## src/sv/mtt_pkg.sv

```systemverilog
// ----------------------------------------------------------------------------
// mtt_pkg: shared types and constants of the movetext tokenizer
// Lexer modes, prefix phases, token tracking state, result strings and the
// helpers that classify a finished token.
// ----------------------------------------------------------------------------
package mtt_pkg;

  typedef enum logic [2:0] {
    MODE_BETWEEN     = 3'd0,
    MODE_TOKEN       = 3'd1,
    MODE_COMMENT     = 3'd2,
    MODE_VARIATION   = 3'd3,
    MODE_VAR_COMMENT = 3'd4,
    MODE_NAG         = 3'd5
  } lex_mode_t;

  typedef enum logic [1:0] {
    PH_DIGITS = 2'd0,
    PH_DOTS   = 2'd1,
    PH_BODY   = 2'd2
  } phase_t;

  // result string matcher: alive mask and bytes seen (saturates at 8)
  typedef struct packed {
    logic [3:0] alive;
    logic [3:0] cnt;
  } cand_t;

  typedef struct packed {
    cand_t      cand;
    phase_t     phase;
    logic [7:0] len;
    logic       ovf;
  } tok_t;

  typedef struct packed {
    logic       hit;
    logic [1:0] code;
  } res_t;

  localparam logic [3:0] MATCH_SAT = 4'd8;
  localparam logic [7:0] DEPTH_MAX     = 8'd255;
  localparam logic [7:0] TOKEN_LEN_MAX = 8'd255;

  localparam cand_t CAND_INIT = '{alive: 4'hF, cnt: 4'd0};
  localparam tok_t  TOK_INIT  = '{cand: CAND_INIT, phase: PH_DIGITS, len: 8'd0, ovf: 1'b0};

  // token kinds
  localparam logic [1:0] KIND_MOVE   = 2'd0;
  localparam logic [1:0] KIND_RESULT = 2'd1;
  localparam logic [1:0] KIND_END    = 2'd2;

  // characters
  localparam logic [7:0] CH_LBRACE = 8'h7B;
  localparam logic [7:0] CH_RBRACE = 8'h7D;
  localparam logic [7:0] CH_LPAREN = 8'h28;
  localparam logic [7:0] CH_RPAREN = 8'h29;
  localparam logic [7:0] CH_DOLLAR = 8'h24;
  localparam logic [7:0] CH_DOT    = 8'h2E;
  localparam logic [7:0] CH_ZERO   = 8'h30;
  localparam logic [7:0] CH_NINE   = 8'h39;
  localparam logic [7:0] CH_SPACE  = 8'h20;
  localparam logic [7:0] CH_TAB    = 8'h09;
  localparam logic [7:0] CH_CR     = 8'h0D;

  // result strings: "1-0", "0-1", "1/2-1/2", "*"
  localparam logic [7:0] CAND_TEXT [4][7] = '{
    '{8'h31, 8'h2D, 8'h30, 8'h00, 8'h00, 8'h00, 8'h00},
    '{8'h30, 8'h2D, 8'h31, 8'h00, 8'h00, 8'h00, 8'h00},
    '{8'h31, 8'h2F, 8'h32, 8'h2D, 8'h31, 8'h2F, 8'h32},
    '{8'h2A, 8'h00, 8'h00, 8'h00, 8'h00, 8'h00, 8'h00}
  };
  localparam logic [3:0] CAND_LEN [4] = '{4'd3, 4'd3, 4'd7, 4'd1};

  // first candidate, in list order, that is alive and fully matched
  function automatic res_t tok_result(input cand_t c);
    res_t r;
    r = '{hit: 1'b0, code: 2'd0};
    for (int i = 3; i >= 0; i--) begin
      if (c.alive[i] && c.cnt == CAND_LEN[i]) begin
        r.hit  = 1'b1;
        r.code = 2'(i);
      end
    end
    return r;
  endfunction

endpackage

```

## src/sv/mtt_cand_match.sv

```systemverilog
// ----------------------------------------------------------------------------
// mtt_cand_match: result string matcher
// Advances the four result-string candidates by one token byte.
// ----------------------------------------------------------------------------
module mtt_cand_match
  import mtt_pkg::*;
(
  input  cand_t      cur_i,
  input  logic [7:0] byte_i,
  output cand_t      nxt_o
);

  always_comb begin
    nxt_o = cur_i;
    for (int i = 0; i < 4; i++) begin
      // cnt < len <= 7 before indexing, so the low 3 bits address the text
      if (cur_i.alive[i] &&
          (cur_i.cnt >= CAND_LEN[i] || CAND_TEXT[i][cur_i.cnt[2:0]] != byte_i)) begin
        nxt_o.alive[i] = 1'b0;
      end
    end
    if (cur_i.cnt < MATCH_SAT) begin
      nxt_o.cnt = cur_i.cnt + 4'd1;
    end
  end

endmodule

```

## src/sv/movetext_tokenizer.sv

```systemverilog
// ----------------------------------------------------------------------------
// movetext_tokenizer: streaming movetext lexer
// Splits one game's movetext into move and result tokens, skipping comments,
// variations, annotations and move numbers.
// ----------------------------------------------------------------------------
// One movetext byte enters per cycle on in_* while out_ready does not hold
// back a waiting word, with in_end_of_game flagging the last byte of a game.
// Each accepted byte is held in an input register; once the result register
// is free or being drained, the lexer state (mode, variation depth, byte
// offset, token tracking) updates from it and any token it completes lands
// in the result register, which drives out_*. The only feedback is the lexer
// state update, and the input register can still take one byte while a
// finished token waits on out_ready. A byte yields at most one word:
// a move (offset and length after stripping move numbers and dots, with
// too_long when the length saturated), a game result (result_code 0 white
// wins, 1 black wins, 2 draw, 3 unfinished), or on the final byte an end
// marker if nothing else is due. The final byte's word always has game_done
// set, and the lexer then returns to its reset state for the next game.
// Bytes after a result are discarded until the final byte. Offsets saturate
// at MOVETEXT_MAX-1 and are reported in 17 bits.
// ----------------------------------------------------------------------------
module movetext_tokenizer
  import mtt_pkg::*;
#(
  parameter int MOVETEXT_MAX = 131072
) (
  input  logic        clk,
  input  logic        rst_n,
  input  logic        in_valid,
  output logic        in_ready,
  input  logic [7:0]  in_char_byte,
  input  logic        in_end_of_game,
  output logic        out_valid,
  input  logic        out_ready,
  output logic [1:0]  out_token_kind,
  output logic [1:0]  out_result_code,
  output logic [16:0] out_move_start,
  output logic [7:0]  out_move_length,
  output logic        out_too_long,
  output logic        out_game_done
);

  localparam int PosW = $clog2(MOVETEXT_MAX);
  localparam logic [PosW-1:0] PosLast = PosW'(MOVETEXT_MAX - 1);

  // input register
  logic       s1_valid_r;
  logic [7:0] byte_r;
  logic       last_r;

  // lexer state
  lex_mode_t       mode_r, mode_nxt;
  logic [7:0]      depth_r, depth_nxt;
  logic [PosW-1:0] pos_r, pos_nxt;
  tok_t            tok_r, tok_nxt;
  logic [PosW-1:0] bstart_r, bstart_nxt;
  logic            fin_r, fin_nxt;

  // result register
  logic            out_valid_r;
  logic [1:0]      kind_r, code_r;
  logic [PosW-1:0] start_r;
  logic [7:0]      len_r;
  logic            ovf_r, done_r;

  logic            advance;
  tok_t            tok_fresh, tb;
  cand_t           cand_adv;
  logic [PosW-1:0] tb_bstart;
  res_t            res_cur, res_tb;
  logic            is_ws, is_digit;

  logic            emit;
  logic [1:0]      o_kind, o_code;
  logic [PosW-1:0] o_start;
  logic [7:0]      o_len;
  logic            o_ovf;
  logic [PosW+16:0] start_ext;

  // byte moves on when the result slot is free or being drained
  assign advance  = s1_valid_r && (!out_valid_r || out_ready);
  assign in_ready = !s1_valid_r || !out_valid_r || out_ready;

  always_ff @(posedge clk) begin
    if (!rst_n) begin
      s1_valid_r <= 1'b0;
    end else if (in_ready) begin
      s1_valid_r <= in_valid;
    end
  end

  always_ff @(posedge clk) begin
    if (in_valid && in_ready) begin
      byte_r <= in_char_byte;
      last_r <= in_end_of_game;
    end
  end

  // token state as seen by this byte: fresh when a token starts here
  assign tok_fresh = (mode_r == MODE_TOKEN) ? tok_r : TOK_INIT;

  mtt_cand_match u_cand (
    .cur_i  (tok_fresh.cand),
    .byte_i (byte_r),
    .nxt_o  (cand_adv)
  );

  assign is_ws    = byte_r inside {CH_SPACE, [CH_TAB:CH_CR]};
  assign is_digit = byte_r inside {[CH_ZERO:CH_NINE]};

  // token byte: strip leading digits, then dots, then count move bytes
  always_comb begin
    tb        = tok_fresh;
    tb.cand   = cand_adv;
    tb_bstart = (mode_r == MODE_TOKEN) ? bstart_r : '0;
    if (tok_fresh.phase == PH_DIGITS && is_digit) begin
      tb.phase = PH_DIGITS;
    end else if (tok_fresh.phase != PH_BODY && byte_r == CH_DOT) begin
      tb.phase = PH_DOTS;
    end else if (tok_fresh.phase != PH_BODY) begin
      tb.phase  = PH_BODY;
      tb_bstart = pos_r;
      tb.len    = 8'd1;
    end else if (tok_fresh.len < TOKEN_LEN_MAX) begin
      tb.len = tok_fresh.len + 8'd1;
    end else begin
      tb.ovf = 1'b1;
    end
  end

  assign res_cur = tok_result(tok_r.cand);
  assign res_tb  = tok_result(tb.cand);

  // lexer step
  always_comb begin
    mode_nxt   = mode_r;
    depth_nxt  = depth_r;
    pos_nxt    = pos_r;
    tok_nxt    = tok_r;
    bstart_nxt = bstart_r;
    fin_nxt    = fin_r;
    emit       = 1'b0;
    o_kind     = KIND_END;
    o_code     = 2'd0;
    o_start    = '0;
    o_len      = 8'd0;
    o_ovf      = 1'b0;

    if (!fin_r) begin
      case (mode_r)
        MODE_BETWEEN: begin
          if (is_ws || byte_r == CH_RPAREN) begin
            mode_nxt = MODE_BETWEEN;
          end else if (byte_r == CH_LBRACE) begin
            mode_nxt = MODE_COMMENT;
          end else if (byte_r == CH_LPAREN) begin
            mode_nxt  = MODE_VARIATION;
            depth_nxt = 8'd1;
          end else if (byte_r == CH_DOLLAR) begin
            mode_nxt = MODE_NAG;
          end else begin
            mode_nxt   = MODE_TOKEN;
            tok_nxt    = tb;
            bstart_nxt = tb_bstart;
          end
        end
        MODE_TOKEN: begin
          if (is_ws || byte_r == CH_LBRACE || byte_r == CH_LPAREN ||
              byte_r == CH_RPAREN) begin
            mode_nxt = MODE_BETWEEN;
            if (res_cur.hit) begin
              emit    = 1'b1;
              o_kind  = KIND_RESULT;
              o_code  = res_cur.code;
              fin_nxt = 1'b1;
            end else if (tok_r.phase == PH_BODY) begin
              emit    = 1'b1;
              o_kind  = KIND_MOVE;
              o_start = bstart_r;
              o_len   = tok_r.len;
              o_ovf   = tok_r.ovf;
            end
            // delimiter also opens a comment or variation unless game over
            if (!res_cur.hit) begin
              if (byte_r == CH_LBRACE) begin
                mode_nxt = MODE_COMMENT;
              end else if (byte_r == CH_LPAREN) begin
                mode_nxt  = MODE_VARIATION;
                depth_nxt = 8'd1;
              end
            end
          end else begin
            tok_nxt    = tb;
            bstart_nxt = tb_bstart;
          end
        end
        MODE_COMMENT: begin
          if (byte_r == CH_RBRACE) begin
            mode_nxt = MODE_BETWEEN;
          end
        end
        MODE_VARIATION: begin
          if (byte_r == CH_LPAREN) begin
            if (depth_r < DEPTH_MAX) begin
              depth_nxt = depth_r + 8'd1;
            end
          end else if (byte_r == CH_RPAREN) begin
            if (depth_r != 8'd0) begin
              depth_nxt = depth_r - 8'd1;
            end
            if (depth_r <= 8'd1) begin
              mode_nxt = MODE_BETWEEN;
            end
          end else if (byte_r == CH_LBRACE) begin
            mode_nxt = MODE_VAR_COMMENT;
          end
        end
        MODE_VAR_COMMENT: begin
          if (byte_r == CH_RBRACE) begin
            mode_nxt = MODE_VARIATION;
          end
        end
        MODE_NAG: begin
          if (is_ws) begin
            mode_nxt = MODE_BETWEEN;
          end
        end
        default: begin
          mode_nxt = MODE_BETWEEN;
        end
      endcase
    end

    if (last_r) begin
      // final byte inside a token: close it here
      if (!emit && !fin_r && mode_nxt == MODE_TOKEN) begin
        if (res_tb.hit) begin
          emit   = 1'b1;
          o_kind = KIND_RESULT;
          o_code = res_tb.code;
        end else if (tb.phase == PH_BODY) begin
          emit    = 1'b1;
          o_kind  = KIND_MOVE;
          o_start = tb_bstart;
          o_len   = tb.len;
          o_ovf   = tb.ovf;
        end
      end
      emit       = 1'b1;
      mode_nxt   = MODE_BETWEEN;
      depth_nxt  = 8'd0;
      pos_nxt    = '0;
      tok_nxt    = TOK_INIT;
      bstart_nxt = '0;
      fin_nxt    = 1'b0;
    end else if (pos_r != PosLast) begin
      pos_nxt = pos_r + PosW'(1);
    end
  end

  always_ff @(posedge clk) begin
    if (!rst_n) begin
      mode_r   <= MODE_BETWEEN;
      depth_r  <= 8'd0;
      pos_r    <= '0;
      tok_r    <= TOK_INIT;
      bstart_r <= '0;
      fin_r    <= 1'b0;
    end else if (advance) begin
      mode_r   <= mode_nxt;
      depth_r  <= depth_nxt;
      pos_r    <= pos_nxt;
      tok_r    <= tok_nxt;
      bstart_r <= bstart_nxt;
      fin_r    <= fin_nxt;
    end
  end

  always_ff @(posedge clk) begin
    if (!rst_n) begin
      out_valid_r <= 1'b0;
    end else if (advance) begin
      out_valid_r <= emit;
    end else if (out_ready) begin
      out_valid_r <= 1'b0;
    end
  end

  always_ff @(posedge clk) begin
    if (advance) begin
      kind_r  <= o_kind;
      code_r  <= o_code;
      start_r <= o_start;
      len_r   <= o_len;
      ovf_r   <= o_ovf;
      done_r  <= last_r;
    end
  end

  assign start_ext       = {17'b0, start_r};
  assign out_valid       = out_valid_r;
  assign out_token_kind  = kind_r;
  assign out_result_code = code_r;
  assign out_move_start  = start_ext[16:0];
  assign out_move_length = len_r;
  assign out_too_long    = ovf_r;
  assign out_game_done   = done_r;

  // end marker only ever closes a game
  a_end_done: assert property (@(posedge clk) disable iff (!rst_n)
    out_valid_r && kind_r == KIND_END |-> done_r)
    else $error("end marker without game_done");

  // final byte always yields a word
  a_last_emits: assert property (@(posedge clk) disable iff (!rst_n)
    advance && last_r |=> out_valid_r && done_r)
    else $error("final byte produced no word");

  // final byte returns the lexer to its reset state
  a_last_resets: assert property (@(posedge clk) disable iff (!rst_n)
    advance && last_r |=> mode_r == MODE_BETWEEN && pos_r == '0 && !fin_r &&
      depth_r == 8'd0)
    else $error("lexer not cleared after final byte");

  // after a result the lexer sits between tokens
  a_fin_mode: assert property (@(posedge clk) disable iff (!rst_n)
    fin_r |-> mode_r == MODE_BETWEEN)
    else $error("finished game with active lexer mode");

  // inside a variation the depth is never zero
  a_var_depth: assert property (@(posedge clk) disable iff (!rst_n)
    mode_r == MODE_VARIATION || mode_r == MODE_VAR_COMMENT |-> depth_r != 8'd0)
    else $error("variation open at depth zero");

endmodule
```

## config.mk

```make
export PLATFORM = sky130hd
export DESIGN_NAME = movetext_tokenizer
export DESIGN_NICKNAME = d
export VERILOG_FILES = /design/src/sv/mtt_pkg.sv /design/src/sv/mtt_cand_match.sv /design/src/sv/movetext_tokenizer.sv
export SDC_FILE = /design/constraint.sdc
export NUM_CORES = 1
export LEC_CHECK = 0
export BUFFER_PORTS_ARGS = -buffer_cell sky130_fd_sc_hd__buf_2
export CORE_MARGIN = 5
export CORE_UTILIZATION = 46
export CTS_CLUSTER_DIAMETER = 150
export DETAILED_ROUTE_END_ITERATION = 12
export HOLD_SLACK_MARGIN = 0.15
export PLACE_DENSITY = 0.72
export SLEW_MARGIN = 30
export SYNTH_ARGS = -nofsm -noshare
export SYNTH_HDL_FRONTEND = slang
export SYNTH_SLANG_ARGS = --single-unit
```

## constraint.sdc

```tcl
create_clock -name clk -period 5.5 [get_ports clk]
set_clock_uncertainty 0.1 [all_clocks]
set_input_delay 1.1 -clock clk [delete_from_list [all_inputs] [get_ports clk]]
set_output_delay 1.1 -clock clk [all_outputs]
set_load 0.02 [all_outputs]
```

==> impl_metrics.env, run 1 <==
export IMPL_pwr_share_seq_pct=50.7
export IMPL_wire_per_inst_um=17.97
export IMPL_fmax_mhz=223.5
export IMPL_syn_cell_area_um2=6294
export IMPL_cts_root_buf="clkbuf_16"
export IMPL_ctsHoldBuffers=0
export IMPL_rr_worst_depth=12
export IMPL_grt_max_degree=59
export IMPL_synth_top_family_by_area="simple AND/OR/NAND/NOR gates"
export IMPL_max_slew_margin_rel_pct=37.30
export IMPL_synthesis_nets=739
export IMPL_synth_edf_count=40
export IMPL_cts_tree="built"
export IMPL_end_kind="register"
export IMPL_core_um2=13350
export IMPL_rows=42
export IMPL_multi_input_area_um2=3458
export IMPL_cts_sinks=107
export IMPL_grt_first_pass_wirelength_mm=26.85
export IMPL_drc=0
export IMPL_io_buffers=45
export IMPL_drv_cap=0
export IMPL_post_cts_buffers=0
export IMPL_cp_arrival_ns=4.47
export IMPL_irDropWorstVdd_mv=0.1241
export IMPL_synth_xor_area_share_pct=2.087
export IMPL_ys_flop_type="dfxtp_1"
export IMPL_dieArea_um2=16120
export IMPL_cp_required_ns=5.49
export IMPL_start_util_pct=47.15
export IMPL_first_global_vias=5333
export IMPL_finalNetCount=752
export IMPL_status="completed"
export IMPL_hold_depth=2
export IMPL_slew_violations=0
export IMPL_clkPwrFrac_pct=40.8
export IMPL_grt_setup_unrepaired="false"
export IMPL_grt_antenna_before_repair=0
export IMPL_min_path_type="reg -> reg"
export IMPL_setup_ws_ns=1.026
export IMPL_ys_top_cells_by_count="nand2_1 (82), dfxtp_1 (67), nor2_1 (51), edfxtp_1 (40), clkbuf_1 (32)"
export IMPL_diodes=0
export IMPL_drt_wl_total_mm=16.30
export IMPL_synth_most_common_cell="nand2_1"
export IMPL_tns_ns=0
export IMPL_seqCellArea_um2=2542
export IMPL_syn_avg_cell_area_um2=8.827
export IMPL_yosys_area_share_simple_pct=28.39
export IMPL_synthArstFlopShare_pct=0
export IMPL_clk_latency_ns=0.37
export IMPL_p_int_mw=1.261
export IMPL_criticalPathCategory="reg -> reg"
export IMPL_gp_congestion=0.9247
export IMPL_cts_resized=0
export IMPL_synth_distinct_cells=78
export IMPL_comb_power_share_pct=8.5
export IMPL_swShare_pct=25.65
export IMPL_dp_hpwl_mm=11.09
export IMPL_grt_overflow=0
export IMPL_syn_inst=713
export IMPL_die_w_um=127.0
export IMPL_finalCritPeriodShare_pct=81.34
export IMPL_synth_seq_cells=107
export IMPL_power_density_nw_per_um2=245.9
export IMPL_synth_area_leader_cell="dfxtp_1"
export IMPL_setup_viol=0
export IMPL_fill_cells=1247
export IMPL_synth_top_area_share_pct=21.31
export IMPL_dr_pass1_iters=6
export IMPL_htreeDepth=3
export IMPL_synth_fa_ha_area_share_pct=2.584
export IMPL_hold_violations=0
export IMPL_crit_fanout=17
export IMPL_dp_slack_ns=1.283
export IMPL_cts_made_buffers=9
export IMPL_antenna_left=0
export IMPL_worstSetupStartpointType="register"
export IMPL_period_needed_ns=4.474
export IMPL_cts_buffer_depth=2
export IMPL_vias_per_cell=6.287
export IMPL_yosys_warnings=0
export IMPL_worst_pin_slew_ns=0.9405
export IMPL_grtUsageTotal_pct=20.30
export IMPL_net_switching_power_mw=0.4351
export IMPL_synth_compound_area_share_pct=20.40
export IMPL_die_h_um=127.0
export IMPL_p_leak_nw=2.346
export IMPL_drt_iter0_markers=690
export IMPL_ios=46
export IMPL_synth_mux_area_fraction_pct=1.292
export IMPL_vias=5702
export IMPL_drive_gt1_share_pct=13.00
export IMPL_area_delta_synth_final_pct=9.602
export IMPL_clk_pin_slew_worst_paths_ns=0.08
export IMPL_yosysSeqAreaShare_pct=40.40
export IMPL_synthTopCellsByArea="dfxtp_1 (21%), edfxtp_1 (19%), nand2_1 (4.9%)"
-- worst max-delay path, stage by stage (launching register included) --
cell and delay (ns):
dfxtp_1 0.52, nor3b_2 0.22, buf_4 0.26, nand2_1 0.17, inv_1 0.14, ha_1 0.23, mux2_2 0.19, nor4b_1 0.37
a2bb2oi_1 0.15, nor4_1 0.50, or3_1 0.66, or4_1 0.49, o221ai_2 0.17
-- area by class of cell --
| class | instances | area share, % |
|---|---|---|
| Clock inverter | 6 | 1.179 |
| Sequential cell | 107 | 36.86 |
| Timing Repair Buffer | 52 | 4.081 |
| Multi-Input combinational cell | 536 | 50.14 |
| Clock buffer | 10 | 3.465 |
| Inverter | 20 | 1.088 |
| Tap cell | 176 | 3.192 |
-- power by group through the flow --
stage | sequential, mW | clock [mW] | combinational (mW)
6_report | 0.860 | 0.692 | 0.144
5_1_grt | 0.864 | 0.738 | 0.156
4_1_cts | 0.860 | 0.703 | 0.142
3_5_place_dp | 0.878 | 0 | 0.142
3_3_place_gp | 0.877 | 0 | 0.138
2_1_floorplan | 0.880 | 0 | 0.0978
-- metal layers --
metal	wire length, um	share of wire, %	up-vias	global-route usage (%)
met5	0	0	-	0
li1	-	-	2686	-
met1	7157	44	2734	27.19
met4	411	2.5	0	9.022
met2	7642	47	245	32.38
met3	1085	6.7	37	3.381
-- cell usage in the layout (no fill, tap or decap), drive strengths merged, types with 7 or more instances in the layout --
cell type  Yosys  final
xnor2         10     10
or4           10     10
and2          11     11
nor3          16     16
o22ai         10     10
mux2i          7      7
or3           19     19
dfxtp         67     67
o21ai         31     31
a22oi         20     20
a21boi        15     15
inv           19     22
nand3b         7      7
nand2         82     82
o211ai        11     11
buf           18     52
nor2          51     51
nand2b        13     13
or3b           8      8
nor4          21     21
nor2b         25     25
ha            13     13
clkbuf        32     10
a221o         11     11
edfxtp        40     40
nand3         23     23
and3          10     10
a21oi         25     25
nand4         11     11
-- stage by stage --
stage	area [um2]	utilization, %	instances	hold slack, ns	total power [mW]
2_1_floorplan	6294	-	713	0.3244	0.9778
3_3_place_gp	6563	49.17	890	0.3764	1.015
3_5_place_dp	6566	49.19	890	0.4011	1.020
4_1_cts	6887	51.59	906	0.4126	1.705
5_1_grt	6898	51.68	907	0.4209	1.758
6_report	6898	51.68	907	0.4104	1.696
-- registers in the layout, indices dropped and copies added (netlist names), 2 cells and up --
signal / count
byte_r: 8
mode_r: 3
depth_r: 8
bstart_r: 17
out_move_start: 17
pos_r: 17
out_token_kind: 2
out_move_length: 8
tok_r: 19
out_result_code: 2
-- kinds of logic (layout without fill, tap and decap cells) --
| logic type | after synthesis | count (layout) |
|---|---|---|
| AOI/OAI and AO/OA | 173 | 173 |
| xor gates and xnor gates | 15 | 15 |
| and+or+nand+nor | 327 | 327 |
| buffers and inverters | 70 | 88 |
| DFF | 107 | 107 |
| adders and majority gates | 13 | 13 |
| muxes | 8 | 8 |
-- worst paths after layout --
kind | from | to | slack, ns
setup / recovery | mode_r[0] | out_move_start[13] | 1.03
hold reg to reg | depth_r[7] | depth_r[7] | 0.41
hold / removal | depth_r[7] | depth_r[7] | 0.41
setup reg to reg | mode_r[0] | out_move_start[13] | 1.03
No activity file was read; power rests on OpenSTA's default activity.
==> run 2, diff against run 1 <==
--- a/config.mk
+++ b/config.mk
@@ -5,6 +5,7 @@
 export SDC_FILE = /design/constraint.sdc
 export NUM_CORES = 1
 export LEC_CHECK = 0
+export ABC_AREA = 1
 export BUFFER_PORTS_ARGS = -buffer_cell sky130_fd_sc_hd__buf_2
 export CORE_MARGIN = 5
 export CORE_UTILIZATION = 46
==> constraint.sdc (replaced) <==
create_clock -name clk -period 4.45 [get_ports clk]
set_clock_uncertainty 0.1 [all_clocks]
set_input_delay 0.89 -clock clk [delete_from_list [all_inputs] [get_ports clk]]
set_output_delay 0.89 -clock clk [all_outputs]
set_load 0.02 [all_outputs]
==> run 2 against run 1 <==
  * Largest power group unchanged
  * Sequential share of layout area decreased by 1.0 points
  * Synthesized cell count increased by 33%
  * Largest cell class unchanged
  * Cell area rose by 2.8%
  * Worst hold slack got worse by 0.023 ns
  * Cell count grew 28%
  * Critical path depth is 2 higher
==> impl_metrics.env, run 2 <==
export IMPL_slew_violations=0
export IMPL_first_global_vias=5622
export IMPL_synth_edf_count=40
export IMPL_max_slew_margin_rel_pct=42.14
export IMPL_die_h_um=128.7
export IMPL_hold_violations=0
export IMPL_drt_wl_total_mm=16.30
export IMPL_start_util_pct=46.88
export IMPL_yosysSeqAreaShare_pct=39.22
export IMPL_synthTopCellsByArea="dfxtp_1 (21%), edfxtp_1 (19%), nand2_1 (15%)"
export IMPL_dr_pass1_iters=6
export IMPL_status="completed"
export IMPL_largest_reg_flops=19
export IMPL_cp_required_ns=4.48
export IMPL_vias=6300
export IMPL_dp_hpwl_mm=11.90
export IMPL_placed_area_um2=6812
export IMPL_clk_latency_ns=0.36
export IMPL_yosys_warnings=0
export IMPL_final_area_um2=7094
export IMPL_area_delta_synth_final_pct=9.438
export IMPL_hold_depth=2
export IMPL_die_w_um=128.7
export IMPL_dp_cells=1141
export IMPL_diodes=0
export IMPL_cts_root_buf="clkbuf_16"
export IMPL_syn_cell_area_um2=6482
export IMPL_syn_inst=945
export IMPL_htreeDepth=3
export IMPL_synth_top_area_share_pct=20.69
export IMPL_cts_buffer_depth=2
export IMPL_reg2reg_slack_ns=0.99
export IMPL_r2r_end="out_move_length[3]"
export IMPL_power_density_nw_per_um2=285.1
export IMPL_vias_per_cell=5.445
export IMPL_grt_overflow=0
export IMPL_drive_gt1_share_pct=10.44
export IMPL_cts_tree="built"
export IMPL_met3_usage_pct=4.359
export IMPL_clk_pin_slew_worst_paths_ns=0.07
export IMPL_p_leak_nw=2.854
export IMPL_syn_avg_cell_area_um2=6.860
export IMPL_end_kind="register"
export IMPL_ys_flop_type="dfxtp_1"
export IMPL_reg2reg_from="byte_r[0]"
export IMPL_grt_antenna_before_repair=0
export IMPL_grtUsageMet2_pct=31.52
export IMPL_grtUsageTotal_pct=20.17
export IMPL_stdcell_count=1157
export IMPL_fill_cells=1339
export IMPL_mostFrequentLayoutCell="nand2_1"
export IMPL_io_buffers=45
export IMPL_grt_met1_usage_pct=28.22
export IMPL_drt_iter0_markers=596
export IMPL_regMostFlops="tok_r"
export IMPL_rr_worst_depth=14
export IMPL_drc=0
export IMPL_crit_fanout=18
export IMPL_grt_setup_unrepaired="false"
export IMPL_min_path_type="reg -> reg"
export IMPL_antenna_left=0
export IMPL_wire_per_inst_um=14.09
export IMPL_tns_ns=0
export IMPL_setup_viol=0
export IMPL_gp_congestion=0.9314
export IMPL_grt_first_pass_wirelength_mm=27.29
export IMPL_worstSetupStartpointType="register"
export IMPL_synth_seq_cells=107
export IMPL_dieArea_um2=16570
export IMPL_dp_slack_ns=1.053
export IMPL_synthArstFlopShare_pct=0
export IMPL_cts_resized=0
export IMPL_rows=43
export IMPL_cts_sinks=107
export IMPL_grt_max_degree=40
export IMPL_ys_top_cells_by_count="nand2_1 (266), nand3_1 (111), nor2_1 (94), inv_1 (86), a21oi_1 (69)"
export IMPL_core_um2=13830
export IMPL_criticalPathCategory="reg -> reg"
export IMPL_synthesis_nets=971
export IMPL_mostFrequentLayoutCells="nand2_1 (266), nand3_1 (111), nor2_1 (94)"
export IMPL_irDropWorstVdd_mv=0.2106
export IMPL_drv_cap=0
export IMPL_hold_path_end="tok_r[9]"
export IMPL_synth_most_common_cell="nand2_1"
export IMPL_period_needed_ns=3.460
export IMPL_setup_ws_ns=0.9902
export IMPL_finalNetCount=998
export IMPL_finalCritPeriodShare_pct=77.75
export IMPL_total_power_mw=2.022
export IMPL_ios=46
export IMPL_worst_pin_slew_ns=0.8657
export IMPL_ctsHoldBuffers=0
export IMPL_cp_arrival_ns=3.49
export IMPL_synth_area_leader_cell="dfxtp_1"
export IMPL_cts_made_buffers=9
export IMPL_grt_busiest_layer="met2"
export IMPL_hold_start="tok_r[9]"
export IMPL_synth_distinct_cells=45
export IMPL_post_cts_buffers=0
export IMPL_fmax_mhz=289.0
## run 2: changes by cell type after synthesis, sizes merged, moves of 35 or more
cell / before / now
a21oi: 25 / 71
inv: 19 / 94
nand2: 82 / 269
nand3: 23 / 114
nor2: 51 / 104
o21ai: 31 / 66
## run 2: logic make-up (layout without fill, tap and decap cells)
logic type	after synthesis	count (layout)	synth area share (%)
AND/OR/NAND/NOR	526	526	35.13
AO/OA/AOI/OAI	154	154	13.05
buffers and inverters	133	165	8.473
flip-flops	107	107	39.22
adder cells (fa/ha/maj)	13	13	2.509
XOR/XNOR	12	12	1.621
## run 2: worst max-delay path by stage
stage | startpoint | to | slack (ns)
after global routing | byte_r[4] | out_move_length[3] | 0.68
after floorplan | mode_r[1] | out_move_length[6] | 1.69
after CTS | mode_r[2] | out_move_length[1] | 1.06
final | byte_r[0] | out_move_length[3] | 0.99
after detailed placement | byte_r[0] | out_move_length[3] | 1.05
after global placement | mode_r[2] | out_move_length[1] | 1.07
## run 2: area by class of cell
type	instances	area (um2)	share of cell area [%]
clock buffers	10	229.0	3.228
clock inverters	6	53.80	0.7584
inverters	96	361.6	5.097
multi-input cells	705	3397	47.88
flip-flops and latches	107	2542	35.84
well taps	180	225.2	3.175
repair buffers	53	285.3	4.021
## run 2: per-layer routing
layer | up-vias | part of all wire (%)
met2 | 201 | 45
met1 | 2892 | 46
met4 | 0 | 1.7
li1 | 3184 | -
met5 | - | 0
met3 | 23 | 6.8
## run 2: through the flow
step / hold slack [ns] / utilization (%)
after floorplan: 0.3492 / -
after global placement: 0.3681 / 49.22
after detailed placement: 0.3698 / 49.26
after CTS: 0.3853 / 51.31
after global routing: 0.4059 / 51.31
final: 0.3877 / 51.31
## run 2: where the power goes
group	total (mW)	switching (mW)	internal, mW
Combinational	0.184	0.134	0.0499
Clock	0.784	0.391	0.393
Sequential	1.05	0.0179	1.04
Total	2.02	0.543	1.48
## run 2: critical path: stages, from the launching register on
cell and delay [ns]:
edfxtp_1 0.53, nor2_1 0.16, nand3_1 0.33, nand2_1 0.19
inv_2 0.10, nand3_2 0.34, nand3_2 0.23, nand2_1 0.06
nor2_1 0.11, nand3_1 0.09, nor2_2 0.45, buf_4 0.30
nand3_1 0.09, nand2_1 0.09, inv_1 0.04
==> run 3, diff against run 2 <==
==> constraint.sdc (replaced) <==
create_clock -name clk -period 3.3 [get_ports clk]
set_clock_uncertainty 0.1 [all_clocks]
set_input_delay 0.66 -clock clk [delete_from_list [all_inputs] [get_ports clk]]
set_output_delay 0.66 -clock clk [all_outputs]
set_load 0.02 [all_outputs]
==> run 3 against run 2 <==
  * Cell count up 1.2%
  * Global-route usage up 0.81 points
  * Critical path depth increased by 3
  * Clock power is 48% higher
  * Non-clock buffer count is 14 higher
  * Total power up 40%
  * Sequential share of layout area is 0.66 points lower
==> impl_metrics.env, run 3 (synthesis gave the netlist of run 2 again) <==
export IMPL_core_um2=13830
export IMPL_grt_met1_usage_pct=28.76
export IMPL_cp_arrival_ns=3.02
export IMPL_mostFrequentLayoutCell="nand2_1"
export IMPL_net_switching_power_mw=0.7593
export IMPL_met3_usage_pct=3.528
export IMPL_finalNetCount=1012
export IMPL_max_stage_delay_ns=0.48
export IMPL_drt_wl_total_mm=16.94
export IMPL_drv_cap=0
export IMPL_dp_hpwl_mm=12.44
export IMPL_htreeDepth=3
export IMPL_mostFrequentLayoutCells="nand2_1 (266), nand3_1 (111), nor2_1 (94)"
export IMPL_reg2reg_slack_ns=0.30
export IMPL_stdcell_count=1171
export IMPL_dr_pass1_iters=5
export IMPL_tns_ns=0
export IMPL_ctsHoldBuffers=0
export IMPL_swShare_pct=26.73
export IMPL_grt_antenna_before_repair=0
export IMPL_worstSetupStartpointType="register"
export IMPL_diodes=0
export IMPL_dp_cells=1155
export IMPL_start_util_pct=46.88
export IMPL_cts_tree="built"
export IMPL_slowest_stage="dfxtp_1"
export IMPL_criticalPathCategory="reg -> reg"
export IMPL_wire_per_inst_um=14.46
export IMPL_irDropWorstVdd_mv=0.2298
export IMPL_period_needed_ns=2.996
export IMPL_path_cells="clkinv_2, nand3_4, nor2_2, ha_1, inv_1, ha_1, o21ai_0, inv_1, nand2_1, nor2_1, nand3_1, nand2_1, nor3_4, buf_4, nand3_1, nand2_1, inv_1"
export IMPL_regMostFlops="tok_r"
export IMPL_first_global_vias=5804
export IMPL_grt_busiest_layer="met2"
export IMPL_vias_per_cell=5.337
export IMPL_die_w_um=128.7
export IMPL_post_cts_buffers=0
export IMPL_drt_iter0_markers=738
export IMPL_drc=0
export IMPL_clk_pin_slew_worst_paths_ns=0.08
export IMPL_critical_path_cell_count=17
export IMPL_gp_congestion=0.9359
export IMPL_power_density_nw_per_um2=393.0
export IMPL_r2r_end="out_move_length[1]"
export IMPL_critPathCapture="out_move_length[1]"
export IMPL_max_slew_margin_rel_pct=57.96
export IMPL_grtUsageMet2_pct=33.23
export IMPL_min_path_type="in -> reg"
export IMPL_end_kind="register"
export IMPL_cts_made_buffers=9
export IMPL_worst_pin_slew_ns=0.6248
export IMPL_slew_violations=0
export IMPL_rows=43
export IMPL_vias=6250
export IMPL_crit_fanout=8
export IMPL_largest_reg_flops=19
export IMPL_grtUsageTotal_pct=20.98
export IMPL_grt_setup_unrepaired="false"
export IMPL_ios=46
export IMPL_path_buf_inv=5
export IMPL_finalCritPeriodShare_pct=90.80
export IMPL_cts_buffer_depth=2
export IMPL_dieArea_um2=16570
export IMPL_pwr_share_seq_pct=50.0
export IMPL_die_h_um=128.7
export IMPL_drive_gt1_share_pct=11.81
export IMPL_grt_first_pass_wirelength_mm=28.03
export IMPL_fmax_mhz=333.7
export IMPL_cts_root_buf="clkbuf_16"
export IMPL_cp_required_ns=3.33
export IMPL_grt_max_degree=35
export IMPL_setup_viol=0
export IMPL_clkPwrFrac_pct=40.7
export IMPL_cts_sinks=107
export IMPL_startpoint="mode_r[1]"
export IMPL_cts_resized=0
export IMPL_io_buffers=45
export IMPL_rr_worst_depth=17
export IMPL_p_leak_nw=2.935
export IMPL_comb_power_share_pct=9.2
export IMPL_clk_latency_ns=0.36
export IMPL_reg2reg_from="mode_r[1]"
export IMPL_status="completed"
export IMPL_crit_family="simple AND/OR/NAND/NOR gates"
export IMPL_area_delta_synth_final_pct=11.50
export IMPL_grt_overflow=0
export IMPL_p_int_mw=2.081
export IMPL_hold_violations=0
export IMPL_antenna_left=0
[run 3: power groups by stage]
stage          sequential, mW  combinational [mW]  clock (mW)
3_5_place_dp             1.45               0.260           0
3_3_place_gp             1.45               0.258           0
4_1_cts                  1.42               0.262        1.18
5_1_grt                  1.42               0.292        1.26
6_report                 1.42               0.263        1.16
2_1_floorplan            1.46               0.170           0
[run 3: layer usage]
metal | part of all wire, % | wire length [um]
met1 | 45 | 7633
met2 | 45 | 7660
met3 | 7.5 | 1269
met4 | 2.2 | 373
met5 | 0 | 0
[run 3: worst register-to-register path: stages, from the launching register on]
cell	delay (ns)
dfxtp_1	0.48
clkinv_2	0.15
nand3_4	0.16
nor2_2	0.08
ha_1	0.21
inv_1	0.08
ha_1	0.22
o21ai_0	0.22
inv_1	0.09
nand2_1	0.07
nor2_1	0.04
nand3_1	0.09
nand2_1	0.11
nor3_4	0.26
buf_4	0.21
nand3_1	0.08
nand2_1	0.08
inv_1	0.04
[run 3: worst min path at each step]
| stage | from | endpoint | cells past startpoint |
|---|---|---|---|
| 6_report | in_char_byte[1] | byte_r[1] | 1 |
| 5_1_grt | in_char_byte[6] | byte_r[6] | 1 |
| 4_1_cts | in_char_byte[6] | byte_r[6] | 1 |
| 3_5_place_dp | tok_r[10] | tok_r[10] | 2 |
| 3_3_place_gp | bstart_r[1] | bstart_r[1] | 2 |
| 2_1_floorplan | pos_r[11] | pos_r[11] | 2 |
[run 3: through the flow]
step	setup WS, ns	utilization [%]	total power, mW	hold slack, ns	instance area (um2)
after floorplan	0.5408	-	1.628	0.3492	6482
after global placement	0.4046	49.98	1.708	0.3699	6910
after detailed placement	0.3487	49.99	1.711	0.3717	6912
after CTS	0.3335	52.28	2.862	0.3619	7228
after global routing	0.03114	52.28	2.974	0.3624	7228
final	0.3035	52.28	2.840	0.3727	7228
[run 3: final cells by class]
cell class,count,area (um2)
clock buffers,9,225.2
well taps,180,225.2
repair buffers,67,390.4
clock inverters,7,91.34
fillers,1320,6599
inverters,96,362.8
flip-flops and latches,107,2542
multi-input cells,705,3391
